===== src/sv/word_substring_matcher_defines.svh =====
// Assertion macros shared by the word substring matcher RTL.
`ifndef WORD_SUBSTRING_MATCHER_DEFINES_SVH
`define WORD_SUBSTRING_MATCHER_DEFINES_SVH

// The condition must hold at every clock edge outside reset.
`define WSM_ASSERT_ALWAYS(lbl, clk, rst, cond, msg) \
   lbl: assert property (@(posedge clk) disable iff (rst) (cond)) else $error(msg);

// The consequent must hold in the same cycle as the antecedent.
`define WSM_ASSERT_SAME(lbl, clk, rst, ante, cons, msg) \
   lbl: assert property (@(posedge clk) disable iff (rst) (ante) |-> (cons)) else $error(msg);

// The consequent must hold in the cycle after the antecedent.
`define WSM_ASSERT_NEXT(lbl, clk, rst, ante, cons, msg) \
   lbl: assert property (@(posedge clk) disable iff (rst) (ante) |=> (cons)) else $error(msg);

`endif


===== src/sv/wsm_pkg.sv =====
// Shared types, constants and character helpers of the word substring matcher.
`default_nettype none

package wsm_pkg;

   // Sizing of the pattern and the counters.
   localparam int PAT_MAX        = 32;
   localparam int COUNT_BITS     = 16;
   localparam int CHAR_BITS      = 8;
   localparam int NUM_PAT_WORDS  = 4;
   localparam int PAT_WORD_BITS  = 64;
   localparam int LEN_REG_BITS   = 6;
   localparam int LEN_EFF_BITS   = $clog2(PAT_MAX + 1);
   localparam int WIN_BITS       = PAT_MAX * CHAR_BITS;

   // Widths of the result fields.
   localparam int FIELD_BITS     = 16;
   localparam int CSR_INDEX_BITS = 3;

   // Output queue sizing; two entries stay free for an end-of-text request.
   localparam int FIFO_DEPTH       = 4;
   localparam int FIFO_PTR_BITS    = $clog2(FIFO_DEPTH);
   localparam int FIFO_LEVEL_BITS  = $clog2(FIFO_DEPTH + 1);

   // Configuration register indexes.
   typedef enum logic [CSR_INDEX_BITS-1:0] {
      REG_PATTERN_LENGTH = 3'd0,
      REG_PATTERN_WORD_0 = 3'd1,
      REG_PATTERN_WORD_1 = 3'd2,
      REG_PATTERN_WORD_2 = 3'd3,
      REG_PATTERN_WORD_3 = 3'd4
   } csr_index_type;

   // Request kinds.
   typedef enum logic {
      KIND_CHAR = 1'b0,
      KIND_END  = 1'b1
   } kind_type;

   // One result item.
   typedef struct packed {
      logic [FIELD_BITS-1:0] word_index;
      logic [FIELD_BITS-1:0] match_count;
      logic                  is_summary;
      logic                  last;
   } rsp_item_type;

   // Results produced by one request, first to second.
   typedef struct packed {
      logic [1:0]   count;
      rsp_item_type first;
      rsp_item_type second;
   } push_type;

   // Output queue status seen by the top level.
   typedef struct packed {
      logic [FIFO_LEVEL_BITS-1:0] level;
      logic                       ready;
   } fifo_status_type;

   // Only A to Z fold to lower case.
   function automatic logic [CHAR_BITS-1:0] fold(input logic [CHAR_BITS-1:0] c);
      logic [CHAR_BITS-1:0] r;
      r = c;
      if (c >= 8'h41 && c <= 8'h5A) begin
         r = c + 8'h20;
      end
      return r;
   endfunction

   // ASCII letters and digits make up words.
   function automatic logic is_word_char(input logic [CHAR_BITS-1:0] c);
      return (c >= 8'h30 && c <= 8'h39) || (c >= 8'h41 && c <= 8'h5A) ||
             (c >= 8'h61 && c <= 8'h7A);
   endfunction

endpackage

`default_nettype wire


===== src/sv/word_substring_matcher.sv =====
// Top level of the case-insensitive word substring matcher.
// Usage:
//   The req channel carries one text byte per request in req_tdata, with
//   req_tuser low; req_tuser high marks end of text. Words are runs of ASCII
//   letters and digits. Each word that contains the configured pattern,
//   ignoring case, yields one result on the rsp channel when the word ends:
//   word number in rsp_tdata[15:0], running match count in rsp_tdata[31:16].
//   End of text yields a summary (rsp_tuser high, rsp_tlast high) after the
//   result of a matching open word, then clears the word and match counts.
//   The csr port writes the pattern length and four pattern words.
//   One request is taken every cycle while req_tready is high; the
//   comparison of the whole window against the pattern is combinational.
//   A four-entry result queue separates the two channels, so requests keep
//   flowing while a result waits. When rsp_tready stays low, req_tready
//   drops once fewer than two queue entries are free. Synchronous reset
//   clears the counters, the word state, the queue and the configuration
//   registers.
`default_nettype none
`include "word_substring_matcher_defines.svh"

module word_substring_matcher (
   input  wire logic                                  clock,
   input  wire logic                                  reset,
   // Request channel.
   input  wire logic                                  req_tvalid,
   output logic                                       req_tready,
   input  wire logic [7:0]                            req_tdata,  // char_code[7:0]
   input  wire logic                                  req_tuser,  // kind[0]
   // Result channel.
   output logic                                       rsp_tvalid,
   input  wire logic                                  rsp_tready,
   output logic [31:0]                                rsp_tdata,  // word_index, match_count
   output logic                                       rsp_tuser,  // is_summary[0]
   output logic                                       rsp_tlast,
   // Configuration port.
   input  wire logic                                  csr_wr_en,
   input  wire logic [wsm_pkg::CSR_INDEX_BITS-1:0]    csr_index,
   input  wire logic [wsm_pkg::PAT_WORD_BITS-1:0]     csr_data
);

   logic [wsm_pkg::LEN_EFF_BITS-1:0]  pat_len_eff;
   logic [wsm_pkg::WIN_BITS-1:0]      pat_fold;
   logic                              req_accept;
   wsm_pkg::push_type                 push;
   wsm_pkg::rsp_item_type             head;
   wsm_pkg::fifo_status_type          status;

   wsm_cfg_regs u_cfg (
      .clock       (clock),
      .reset       (reset),
      .csr_wr_en   (csr_wr_en),
      .csr_index   (csr_index),
      .csr_data    (csr_data),
      .pat_len_eff (pat_len_eff),
      .pat_fold    (pat_fold)
   );

   assign req_tready = status.ready;
   assign req_accept = req_tvalid & req_tready;

   wsm_scan u_scan (
      .clock       (clock),
      .reset       (reset),
      .accept      (req_accept),
      .kind        (req_tuser),
      .char_code   (req_tdata),
      .pat_len_eff (pat_len_eff),
      .pat_fold    (pat_fold),
      .push        (push)
   );

   wsm_out_fifo u_fifo (
      .clock     (clock),
      .reset     (reset),
      .push      (push),
      .pop_ready (rsp_tready),
      .pop_valid (rsp_tvalid),
      .pop_item  (head),
      .status    (status)
   );

   // Result payload packing.
   assign rsp_tdata = {head.match_count, head.word_index};
   assign rsp_tuser = head.is_summary;
   assign rsp_tlast = head.last;

   // The queue never holds more entries than it has.
   `WSM_ASSERT_ALWAYS(a_fifo_bound, clock, reset,
      status.level <= wsm_pkg::FIFO_LEVEL_BITS'(wsm_pkg::FIFO_DEPTH),
      "result queue overflow")
   // A summary ends its request and carries no word number.
   `WSM_ASSERT_SAME(a_summary_form, clock, reset, rsp_tvalid && rsp_tuser,
      rsp_tlast && rsp_tdata[15:0] == 16'd0, "malformed summary result")
   // A result without last is always followed by the summary already queued.
   `WSM_ASSERT_NEXT(a_summary_follows, clock, reset,
      rsp_tvalid && rsp_tready && !rsp_tlast, rsp_tvalid && rsp_tuser,
      "summary missing after word result")

endmodule

`default_nettype wire


===== src/sv/wsm_cfg_regs.sv =====
// Pattern configuration registers with the folded, length-limited pattern view.
`default_nettype none

module wsm_cfg_regs (
   input  wire logic                                        clock,
   input  wire logic                                        reset,
   input  wire logic                                        csr_wr_en,
   input  wire logic [wsm_pkg::CSR_INDEX_BITS-1:0]          csr_index,
   input  wire logic [wsm_pkg::PAT_WORD_BITS-1:0]           csr_data,
   output logic      [wsm_pkg::LEN_EFF_BITS-1:0]            pat_len_eff,
   output logic      [wsm_pkg::WIN_BITS-1:0]                pat_fold
);

   logic [wsm_pkg::LEN_REG_BITS-1:0]  len_ff;
   logic [wsm_pkg::PAT_WORD_BITS-1:0] word_ff [wsm_pkg::NUM_PAT_WORDS];

   // Register writes, decoded by index; unknown indexes are dropped.
   always_ff @(posedge clock) begin
      if (reset) begin
         len_ff <= '0;
         for (int i = 0; i < wsm_pkg::NUM_PAT_WORDS; i++) begin
            word_ff[i] <= '0;
         end
      end else if (csr_wr_en) begin
         unique case (wsm_pkg::csr_index_type'(csr_index))
            wsm_pkg::REG_PATTERN_LENGTH: len_ff <= csr_data[wsm_pkg::LEN_REG_BITS-1:0];
            wsm_pkg::REG_PATTERN_WORD_0: word_ff[0] <= csr_data;
            wsm_pkg::REG_PATTERN_WORD_1: word_ff[1] <= csr_data;
            wsm_pkg::REG_PATTERN_WORD_2: word_ff[2] <= csr_data;
            wsm_pkg::REG_PATTERN_WORD_3: word_ff[3] <= csr_data;
            default: ;
         endcase
      end
   end

   // A length above the window size is limited to the window size.
   always_comb begin
      if (32'(len_ff) > 32'(wsm_pkg::PAT_MAX)) begin
         pat_len_eff = wsm_pkg::LEN_EFF_BITS'(wsm_pkg::PAT_MAX);
      end else begin
         pat_len_eff = wsm_pkg::LEN_EFF_BITS'(len_ff);
      end
   end

   // Folded pattern bytes; positions beyond the stored words read as zero.
   for (genvar j = 0; j < wsm_pkg::PAT_MAX; j++) begin : g_pat
      if (j < wsm_pkg::NUM_PAT_WORDS * 8) begin : g_stored
         assign pat_fold[8*j +: 8] = wsm_pkg::fold(word_ff[j / 8][8*(j % 8) +: 8]);
      end else begin : g_empty
         assign pat_fold[8*j +: 8] = '0;
      end
   end

endmodule

`default_nettype wire


===== src/sv/wsm_scan.sv =====
// Word tracking, window compare and counters; one accepted request per cycle.
`default_nettype none

module wsm_scan (
   input  wire logic                                 clock,
   input  wire logic                                 reset,
   input  wire logic                                 accept,
   input  wire logic                                 kind,
   input  wire logic [wsm_pkg::CHAR_BITS-1:0]        char_code,
   input  wire logic [wsm_pkg::LEN_EFF_BITS-1:0]     pat_len_eff,
   input  wire logic [wsm_pkg::WIN_BITS-1:0]         pat_fold,
   output wsm_pkg::push_type                         push
);

   // Newest character sits in the top byte of the window.
   logic [wsm_pkg::WIN_BITS-1:0]      window_ff, window_in;
   logic [wsm_pkg::LEN_EFF_BITS-1:0]  chars_ff, chars_in;
   logic                              inside_ff, inside_in;
   logic                              matched_ff, matched_in;
   logic [wsm_pkg::COUNT_BITS-1:0]    word_cnt_ff, word_cnt_in;
   logic [wsm_pkg::COUNT_BITS-1:0]    hit_cnt_ff, hit_cnt_in;

   logic [wsm_pkg::CHAR_BITS-1:0]     folded;
   logic                              word_char;
   logic                              hit;
   logic [wsm_pkg::COUNT_BITS-1:0]    hit_cnt_next;
   logic [wsm_pkg::COUNT_BITS-1:0]    word_cnt_next;
   logic [wsm_pkg::WIN_BITS-1:0]      win_shift;
   logic [wsm_pkg::WIN_BITS-1:0]      aligned;
   logic [wsm_pkg::LEN_EFF_BITS-1:0]  shift_bytes;
   logic [wsm_pkg::LEN_EFF_BITS-1:0]  chars_base;
   logic [wsm_pkg::LEN_EFF_BITS-1:0]  chars_next;
   logic                              tail_eq;
   logic                              tail_hit;

   // Window shift and tail compare against the pattern.
   always_comb begin
      folded     = wsm_pkg::fold(char_code);
      word_char  = wsm_pkg::is_word_char(char_code);
      win_shift  = {folded, window_ff[wsm_pkg::WIN_BITS-1:wsm_pkg::CHAR_BITS]};
      chars_base = inside_ff ? chars_ff : '0;
      if (chars_base == wsm_pkg::LEN_EFF_BITS'(wsm_pkg::PAT_MAX)) begin
         chars_next = chars_base;
      end else begin
         chars_next = chars_base + 1'b1;
      end
      // Bring the last pattern-length characters down so byte j lines up
      // with pattern character j.
      shift_bytes = wsm_pkg::LEN_EFF_BITS'(wsm_pkg::PAT_MAX) - pat_len_eff;
      aligned     = win_shift >> {shift_bytes, 3'b000};
      tail_eq     = 1'b1;
      for (int j = 0; j < wsm_pkg::PAT_MAX; j++) begin
         if (wsm_pkg::LEN_EFF_BITS'(j) < pat_len_eff &&
             aligned[8*j +: 8] != pat_fold[8*j +: 8]) begin
            tail_eq = 1'b0;
         end
      end
      tail_hit = (pat_len_eff != '0) && (chars_next >= pat_len_eff) && tail_eq;
   end

   // Counter increments, saturating at all ones.
   always_comb begin
      hit = inside_ff & matched_ff;
      if (hit && hit_cnt_ff != '1) begin
         hit_cnt_next = hit_cnt_ff + 1'b1;
      end else begin
         hit_cnt_next = hit_cnt_ff;
      end
      if (word_cnt_ff != '1) begin
         word_cnt_next = word_cnt_ff + 1'b1;
      end else begin
         word_cnt_next = word_cnt_ff;
      end
   end

   // Next state and results of the accepted request.
   always_comb begin
      window_in   = window_ff;
      chars_in    = chars_ff;
      inside_in   = inside_ff;
      matched_in  = matched_ff;
      word_cnt_in = word_cnt_ff;
      hit_cnt_in  = hit_cnt_ff;
      push        = '0;
      if (accept) begin
         if (wsm_pkg::kind_type'(kind) == wsm_pkg::KIND_END) begin
            // Close any open word, then report the total and start over.
            if (hit) begin
               push.count              = 2'd2;
               push.first.word_index   = wsm_pkg::FIELD_BITS'(word_cnt_ff);
               push.first.match_count  = wsm_pkg::FIELD_BITS'(hit_cnt_next);
               push.second.match_count = wsm_pkg::FIELD_BITS'(hit_cnt_next);
               push.second.is_summary  = 1'b1;
               push.second.last        = 1'b1;
            end else begin
               push.count             = 2'd1;
               push.first.match_count = wsm_pkg::FIELD_BITS'(hit_cnt_next);
               push.first.is_summary  = 1'b1;
               push.first.last        = 1'b1;
            end
            chars_in    = '0;
            inside_in   = 1'b0;
            matched_in  = 1'b0;
            word_cnt_in = '0;
            hit_cnt_in  = '0;
         end else if (!word_char) begin
            // A separator closes the open word.
            if (hit) begin
               push.count             = 2'd1;
               push.first.word_index  = wsm_pkg::FIELD_BITS'(word_cnt_ff);
               push.first.match_count = wsm_pkg::FIELD_BITS'(hit_cnt_next);
               push.first.last        = 1'b1;
            end
            hit_cnt_in = hit_cnt_next;
            chars_in   = '0;
            inside_in  = 1'b0;
            matched_in = 1'b0;
         end else begin
            // A word character opens or extends a word.
            if (!inside_ff) begin
               word_cnt_in = word_cnt_next;
               matched_in  = (pat_len_eff == '0) | tail_hit;
            end else begin
               matched_in  = matched_ff | tail_hit;
            end
            inside_in = 1'b1;
            chars_in  = chars_next;
            window_in = win_shift;
         end
      end
   end

   // Word state and counters.
   always_ff @(posedge clock) begin
      if (reset) begin
         chars_ff    <= '0;
         inside_ff   <= 1'b0;
         matched_ff  <= 1'b0;
         word_cnt_ff <= '0;
         hit_cnt_ff  <= '0;
      end else begin
         chars_ff    <= chars_in;
         inside_ff   <= inside_in;
         matched_ff  <= matched_in;
         word_cnt_ff <= word_cnt_in;
         hit_cnt_ff  <= hit_cnt_in;
      end
   end

   // Character window; its contents only count once enough characters arrived.
   always_ff @(posedge clock) begin
      window_ff <= window_in;
   end

endmodule

`default_nettype wire


===== src/sv/wsm_out_fifo.sv =====
// Small result queue: up to two results in a cycle, one out while pop_ready.
`default_nettype none

module wsm_out_fifo (
   input  wire logic                      clock,
   input  wire logic                      reset,
   input  wire wsm_pkg::push_type         push,
   input  wire logic                      pop_ready,
   output logic                           pop_valid,
   output wsm_pkg::rsp_item_type          pop_item,
   output wsm_pkg::fifo_status_type       status
);

   wsm_pkg::rsp_item_type                 entry_ff [wsm_pkg::FIFO_DEPTH];
   logic [wsm_pkg::FIFO_PTR_BITS-1:0]     wr_ptr_ff, wr_ptr_in;
   logic [wsm_pkg::FIFO_PTR_BITS-1:0]     rd_ptr_ff, rd_ptr_in;
   logic [wsm_pkg::FIFO_LEVEL_BITS-1:0]   level_ff, level_in;
   logic [wsm_pkg::FIFO_PTR_BITS-1:0]     wr_ptr_second;
   logic                                  pop;

   // Pointer and level bookkeeping.
   always_comb begin
      pop           = pop_valid & pop_ready;
      wr_ptr_second = wr_ptr_ff + 1'b1;
      wr_ptr_in     = wr_ptr_ff + wsm_pkg::FIFO_PTR_BITS'(push.count);
      rd_ptr_in     = rd_ptr_ff + wsm_pkg::FIFO_PTR_BITS'(pop);
      level_in      = level_ff + wsm_pkg::FIFO_LEVEL_BITS'(push.count)
                      - wsm_pkg::FIFO_LEVEL_BITS'(pop);
   end

   always_ff @(posedge clock) begin
      if (reset) begin
         wr_ptr_ff <= '0;
         rd_ptr_ff <= '0;
         level_ff  <= '0;
      end else begin
         wr_ptr_ff <= wr_ptr_in;
         rd_ptr_ff <= rd_ptr_in;
         level_ff  <= level_in;
      end
   end

   // Entry writes at the write pointer and the one after it.
   always_ff @(posedge clock) begin
      if (push.count != 2'd0) begin
         entry_ff[wr_ptr_ff] <= push.first;
      end
      if (push.count == 2'd2) begin
         entry_ff[wr_ptr_second] <= push.second;
      end
   end

   // Head of the queue and room for a worst-case request.
   always_comb begin
      pop_valid    = (level_ff != '0);
      pop_item     = entry_ff[rd_ptr_ff];
      status.level = level_ff;
      status.ready = (level_ff <= wsm_pkg::FIFO_LEVEL_BITS'(wsm_pkg::FIFO_DEPTH - 2));
   end

endmodule

`default_nettype wire


===== config.mk =====
export PLATFORM = sky130hd
export DESIGN_NAME = word_substring_matcher
export DESIGN_NICKNAME = d
export VERILOG_FILES = /design/src/sv/wsm_pkg.sv /design/src/sv/word_substring_matcher.sv /design/src/sv/wsm_cfg_regs.sv /design/src/sv/wsm_scan.sv /design/src/sv/wsm_out_fifo.sv
export VERILOG_INCLUDE_DIRS = /design/src /design/src/sv
export SDC_FILE = /design/constraint.sdc
export NUM_CORES = 2
export LEC_CHECK = 0
export BUFFER_PORTS_ARGS = -buffer_cell sky130_fd_sc_hd__buf_2
export CELL_PAD_IN_SITES_DETAIL_PLACEMENT = 0
export CELL_PAD_IN_SITES_GLOBAL_PLACEMENT = 1
export CORE_ASPECT_RATIO = 1.4
export CORE_MARGIN = 3
export CORE_UTILIZATION = 30
export DETAILED_ROUTE_END_ITERATION = 16
export PLACE_DENSITY = 0.59
export SLEW_MARGIN = 20
export SYNTH_ARGS = -nofsm -noshare
export SYNTH_HDL_FRONTEND = slang
export SYNTH_HIERARCHICAL = 1
export SYNTH_SLANG_ARGS = --single-unit

===== constraint.sdc =====
create_clock -name clock -period 24.6 [get_ports clock]
set_input_delay 4.92 -clock clock [delete_from_list [all_inputs] [get_ports clock]]
set_output_delay 4.92 -clock clock [all_outputs]
set_load 0.01 [all_outputs]

# ---- Word-level counts from Yosys, hierarchy flattened
# Memories as Yosys holds them, arrays and structs flattened. A register that Yosys moved wholly into a read port is not among the register bits.
# Index checks and enable logic that the tools add are counted.
dict set report op_classes {
  reduce_logical 83
  shifts 1
  magnitude_cmp 105
  n_eq_ne 42
  addsub 42
  n_mul 0
  div_mod_pow 0
  n_bitwise 10
  muxes 123
}
# operator count
set ops {}
lappend ops {{$ge A8 B7 Y1 const B} 34}
lappend ops {{$le A8 B7 Y1 const B} 34}
lappend ops {{$add A8 B6 Y8 const B} 33}
lappend ops {{$mux W8} 33}
lappend ops {{$mux W64} 4}
lappend ops {{$ne A8 B8 Y1} 32}
lappend ops {{$shr A256 B9 Y256} 1}
lappend ops {{$mux W16} 8}
lappend ops {{$lt A5 B6 Y1 const A} 16}
lappend ops {{$logic_and A1 B1 Y1} 70}
lappend ops {{$mux W34} 2}
lappend ops {{$mux W1} 63}
lappend ops {{$mux W18} 3}
lappend ops {{$lt A4 B6 Y1 const A} 8}
lappend ops {{$mux W36} 1}
lappend ops {{$mux W33} 1}
lappend ops {{$add A16 B1 Y16 const B} 2}
lappend ops {{$ne A16 B16 Y1 const B} 2}
lappend ops {{$mux W6} 5}
lappend ops {{$lt A3 B6 Y1 const A} 4}
lappend ops {{$lt A1 B6 Y1 const A} 2}
lappend ops {{$lt A2 B6 Y1 const A} 2}
lappend ops {{$ge A8 B6 Y1 const B} 1}
lappend ops {{$le A8 B6 Y1 const B} 1}
lappend ops {{29 further kinds} 44}
dict set report word_totals {
  latchBits 0
  wordCells 418
  memories 2
  regBits 309
  output_inout_bits 36
  inputBits 81
  ram_bits 392
  mem_bits_ro 0
}
# name depth width rd rd_clocked_by_memory_dff write_ports line
set memory_table {}
lappend memory_table {u_cfg.word_ff 4 64 4 0 4 wsm_cfg_regs.sv:15} ;# logic [wsm_pkg::PAT_WORD_BITS-1:0] word_ff [wsm_pkg::NUM_PAT_WORDS];
lappend memory_table {u_fifo.entry_ff 4 34 1 1 2 wsm_out_fifo.sv:14} ;# wsm_pkg::rsp_item_type entry_ff [wsm_pkg::FIFO_DEPTH];

# ---- Depth between registers and ports, before layout
dict set report depth {
  word_depth 43
  ltp_mapped 23
  ltp_nobuf 18
}

# ---- By module
# The synthesis kept the hierarchy.
# mod area_per_inst_um2 instances seq_area_each_um2 cells_per_inst
set modules_own_cells {}
lappend modules_own_cells {wsm_scan 28608.7 1 8247.9 3047}
lappend modules_own_cells {wsm_cfg_regs 13549.2 1 7807.5 1070}
lappend modules_own_cells {wsm_out_fifo 7011.7 1 4224.1 375}
lappend modules_own_cells {word_substring_matcher 6.3 1 0.0 1}

# ---- Worst setup path after synthesis
# No wires, ideal clock.
dict set report synth_path {
  kind {input -> register}
  start {input port req_tdata[5]}
  end {register u_scan.matched_ff}
  arrival_ns 13.150
  required_ns 24.541
  n_path_buf 3
  cell_stages 14
  path_slack_ns 11.390
  setup_ns 0.059
  path_cell_list {buf_2 -> clkinv_1 -> ha_1 -> nand4bb_1 -> o22ai_1 -> buf_2 -> nand2_1 -> o21ai_0 -> nor2b_1 -> clkbuf_1 -> and2_1 -> a32oi_1 -> nor2_1 -> a41o_1}
}
dict set report synth_between {
  elab_chain_cells 43
  elab_cells_between_ends 116
  cone_classes {add/sub (1); order compare (6); eq/ne (32); shift (1); mux (36); bitwise (2); reduce/logical (38)}
}
# item line
set synth_rtl {}
lappend synth_rtl {{start: declaration} word_substring_matcher.sv:27} ;# input wire logic [7:0] req_tdata,
lappend synth_rtl {{$ge A8 B7 Y1 / $le A8 B7 Y1 (equally long branches)} {wsm_pkg.sv:65, wsm_pkg.sv:73}}
lappend synth_rtl {{$logic_and A1 B1 Y1} {wsm_pkg.sv:65, wsm_pkg.sv:73}}
lappend synth_rtl {{$mux W8} wsm_pkg.sv:65} ;# if (c >= 8'h41 && c <= 8'h5A) begin
lappend synth_rtl {{$shr A256 B9 Y256} wsm_scan.sv:50} ;# aligned = win_shift >> {shift_bytes, 3'b000};
lappend synth_rtl {{$ne A8 B8 Y1} wsm_scan.sv:54} ;# aligned[8*j +: 8] != pat_fold[8*j +: 8]) begin
lappend synth_rtl {{$logic_and A1 B1 Y1} wsm_scan.sv:53} ;# if (wsm_pkg::LEN_EFF_BITS'(j) < pat_len_eff &&
lappend synth_rtl {{$mux W1 (32 in series)} wsm_scan.sv:53}
lappend synth_rtl {{$logic_and A1 B1 Y1} wsm_scan.sv:58} ;# tail_hit = (pat_len_eff != '0) && (chars_next >= pat_len_eff) && tail_eq;
lappend synth_rtl {{$or A1 B1 Y1 (on tied branches)} {wsm_scan.sv:122, wsm_scan.sv:124}}
lappend synth_rtl {{$mux W1} wsm_scan.sv:120} ;# if (!inside_ff) begin
lappend synth_rtl {{$mux W1 *} wsm_scan.sv:106} ;# end else if (!word_char) begin
lappend synth_rtl {{$mux W1 *} wsm_scan.sv:86} ;# if (wsm_pkg::kind_type'(kind) == wsm_pkg::KIND_END) begin
lappend synth_rtl {{end signal: assignment} wsm_scan.sv:144} ;# matched_ff <= matched_in;
lappend synth_rtl {{end: declaration} wsm_scan.sv:19} ;# logic matched_ff, matched_in;
# Mark *: on every way between the ends. The rest lies on a longest branch, timed or not.
# A chain may end at the register's enable or synchronous reset.

# ---- Worst setup path in the final report
# Ends and elaborated chain as after synthesis.

==> impl_metrics.yaml <==
outcome:
  outcome: "finished clean"
timing:
  hold_viol_final: 0
  rsz0062_at_grt: "no"
  slew_headroom_pct: 13.0
  worst_pin_slew_ns: 1.30
  period_share_pct: 38.2
  maxSlewViolCount: 0
  finalCriticalPeriod_ns: 9.39
  holdWs_ns: 0.464
  setup-tns-final_ns: 0
  max_freq_ghz: 0.106
  setup_violations: 0
  skew_ns: 0.0480
power:
  seqPwrFrac_pct: 42.2
  pwr-share-clk_pct: 36.7
  power_switching_mw: 1.05
  ir_drop_mv: 0.0523
  swShare_pct: 31.7
  p_comb_share_pct: 21.1
  power_density_nw_per_um2: 62.2
  p_leak_nw: 18.0
  power_report.internal_total_mw: 2.27
yosys:
  yosysWarnings: 6
  avgSynthCellArea_um2: 10.9
  synth_flop_cell: "edfxtp_1"
  ys_ff_latch: 693
  synth_area_leader_cell: "edfxtp_1"
  synth_area_leaders: "edfxtp_1, mux4_2, mux2i_1"
  ys_async_sr_fraction_pct: 0
  ys_seq_area_share_pct: 41.2
  synth_area_um2: 49200
  synth_top_cell_area_share_pct: 39.1
  yosys.cell_types.count: 110
  synth_edf_count: 640
  syn_inst: 4493
setup_path:
  cp.required_ns: 25.28
  worstPathMaxFanout: 12
  start_kind: "input pin"
  cp-end-kind: "register"
  cp_data_arrival_time_ns: 10.07
  path_class: "input pin to register"
die:
  core_um2: 163000
  dieArea_um2: 169000
  die_w_um: 348
  rows: 175
  die_height_um: 485
  pin_count: 117
  start_util_pct: 30.2
route:
  drt_first_pass_iters: 6
  vias: 38158
  dr_wl_met2_um: 95200
  viasPerCell: 5.83
  routedWlPerCell_um: 30.7
  drtAntennaViolNets: 0
  drc: 0
  wl_um: 201000
  top_layer: "met5"
  met1_length_um: 73300
  drtIter0Drc: 3505
  dr_wl_met3_um: 12200
global_routing:
  overflow: 0
  globalRouteTotalUtil_pct: 23.2
  grt_max_degree: 120
  grt_pass1_wl_um: 283000
  antenna_found_initial: 13
  grt_pass1_vias: 37218
flow_run:
  maxCapViolations: 0
placed_design:
  hpwl_um: 151000
  gp_congestion: 0.986
  port_buffers: 116
cts:
  path_clk_slew_ns: 0.07
  root_buffer: "clkbuf_16"
  cts_resized: 0
  cts_tree: "yes"
  cts_hold_buffers: 0
  cts.sink_count: 693
  clock_path_buffers: 3
  post_cts_buffers: 0
  clkLatencyLatePin_ns: 0.73
  htreeDepth: 3
  cts_inserted_buffers: 80
layout:
  fillers: 16413
  layout_common_cells: "edfxtp_1, nand2_1, mux2i_1"
  fin_nets: 4481
  final_common_cell: "edfxtp_1"
  register_area_um2: 20300
  drive_above_1_share_pct: 20.6
  multi_input_area_um2: 26200
  areaGrowthSynthToFinish_pct: 8.50
worst_hold_path:
  hp-class: "register to register"
==> cell families (layout without fill, tap and decap cells) <==
group / count (synthesis) / in the layout / share of synthesized area (%)
and+or+nand+nor: 1404 / 1404 / 15.2
xor gates and xnor gates: 206 / 206 / 3.74
other: 1 / 22 / 0.00763
buffers and inverters: 524 / 434 / 6.27
DFF: 693 / 693 / 41.2
AOI/OAI and AO/OA: 908 / 908 / 12.8
muxes: 707 / 707 / 19.5
adders and majority gates: 50 / 50 / 1.29
==> metrics by stage <==
| step | worst slack (ns) | std cells | cell area (um^2) | util, % | power, mW |
|---|---|---|---|---|---|
| after CTS | 15.38 | 6542 | 53300 | 32.8 | 3.35 |
| after global placement | 14.65 | 6392 | 50700 | 31.2 | 2.11 |
| after global routing | 15.07 | 6543 | 53300 | 32.8 | 3.44 |
| after floorplan | 11.39 | 4508 | 49200 | - | 1.85 |
| final | 15.21 | 6548 | 53400 | 32.8 | 3.32 |
| after detailed placement | 14.64 | 6392 | 50700 | 31.2 | 2.12 |
==> worst max-delay path, cell delays in order <==
cell,delay [ns]
buf_2,0.17
clkinv_1,0.19
ha_1,0.18
nand4bb_1,0.14
o22ai_1,0.83
a2111oi_0,0.31
or3_1,0.55
mux2i_1,0.45
a21oi_1,0.13
or3_1,0.33
a311o_1,0.42
nor4_1,0.65
o221ai_1,0.25
nor4bb_1,0.33
a41o_1,0.21
==> layer usage <==
layer,track usage [%],vias up
met5,0,-
met4,20.7,2
met3,4.01,567
met2,38.0,1617
met1,25.9,19177
li1,-,16795
==> layout make-up <==
class | count | area share [%]
diodes | 6 | 0.0281
clock buffers | 107 | 4.10
clock inverters | 43 | 0.765
inverters | 61 | 0.439
multi-input cells | 3291 | 49.0
flip-flops and latches | 693 | 38.0
well taps | 2124 | 4.98
repair buffers | 223 | 2.64
==> state kept, by name, indices dropped and copies added, names as in the netlist <==
register            cells
u_scan/word_cnt_ff     16
u_fifo/wr_ptr_ff        2
u_cfg/len_ff            6
u_scan/window_ff      248
u_scan/chars_ff         6
u_fifo/entry_ff       136
u_scan/inside_ff        1
u_scan/matched_ff       1
u_scan/hit_cnt_ff      16
u_cfg/word_ff         256
u_fifo/rd_ptr_ff        2
u_fifo/level_ff         3
==> final timing paths <==
kind                        start                  end  slack, ns  cells after the start
min          u_scan/window_ff[16]  u_scan/window_ff[8]       0.46                      0
max                  req_tdata[5]    u_scan/matched_ff      15.21                     15
max reg2reg       u_cfg/len_ff[5]    u_scan/matched_ff      16.74                     19
min reg2reg  u_scan/window_ff[16]  u_scan/window_ff[8]       0.46                      0
==> Yosys cell counts, types with 53 or more instances <==
| library cell | instances |
|---|---|
| mux4_2 | 175 |
| a31oi_1 | 59 |
| mux2_2 | 224 |
| edfxtp_1 | 640 |
| mux2i_1 | 303 |
| o22ai_1 | 84 |
| buf_4 | 217 |
| clkbuf_1 | 79 |
| dfxtp_1 | 53 |
| nand3_1 | 88 |
| and2_1 | 175 |
| a21oi_1 | 182 |
| xnor2_1 | 103 |
| buf_2 | 108 |
| nor2_1 | 280 |
| o21bai_1 | 60 |
| o21ai_0 | 143 |
| and2_2 | 91 |
| nor3_1 | 64 |
| xor2_1 | 100 |
| nand2_1 | 345 |
==> power by group through the flow <==
stage	registers, mW	clock network [mW]	logic [mW]
floorplan	1.40	0	0.454
global placement	1.43	0	0.686
detailed placement	1.43	0	0.688
CTS	1.40	1.26	0.690
global route	1.41	1.30	0.730
finish	1.40	1.22	0.700
Power figures use the tool's default switching activity.
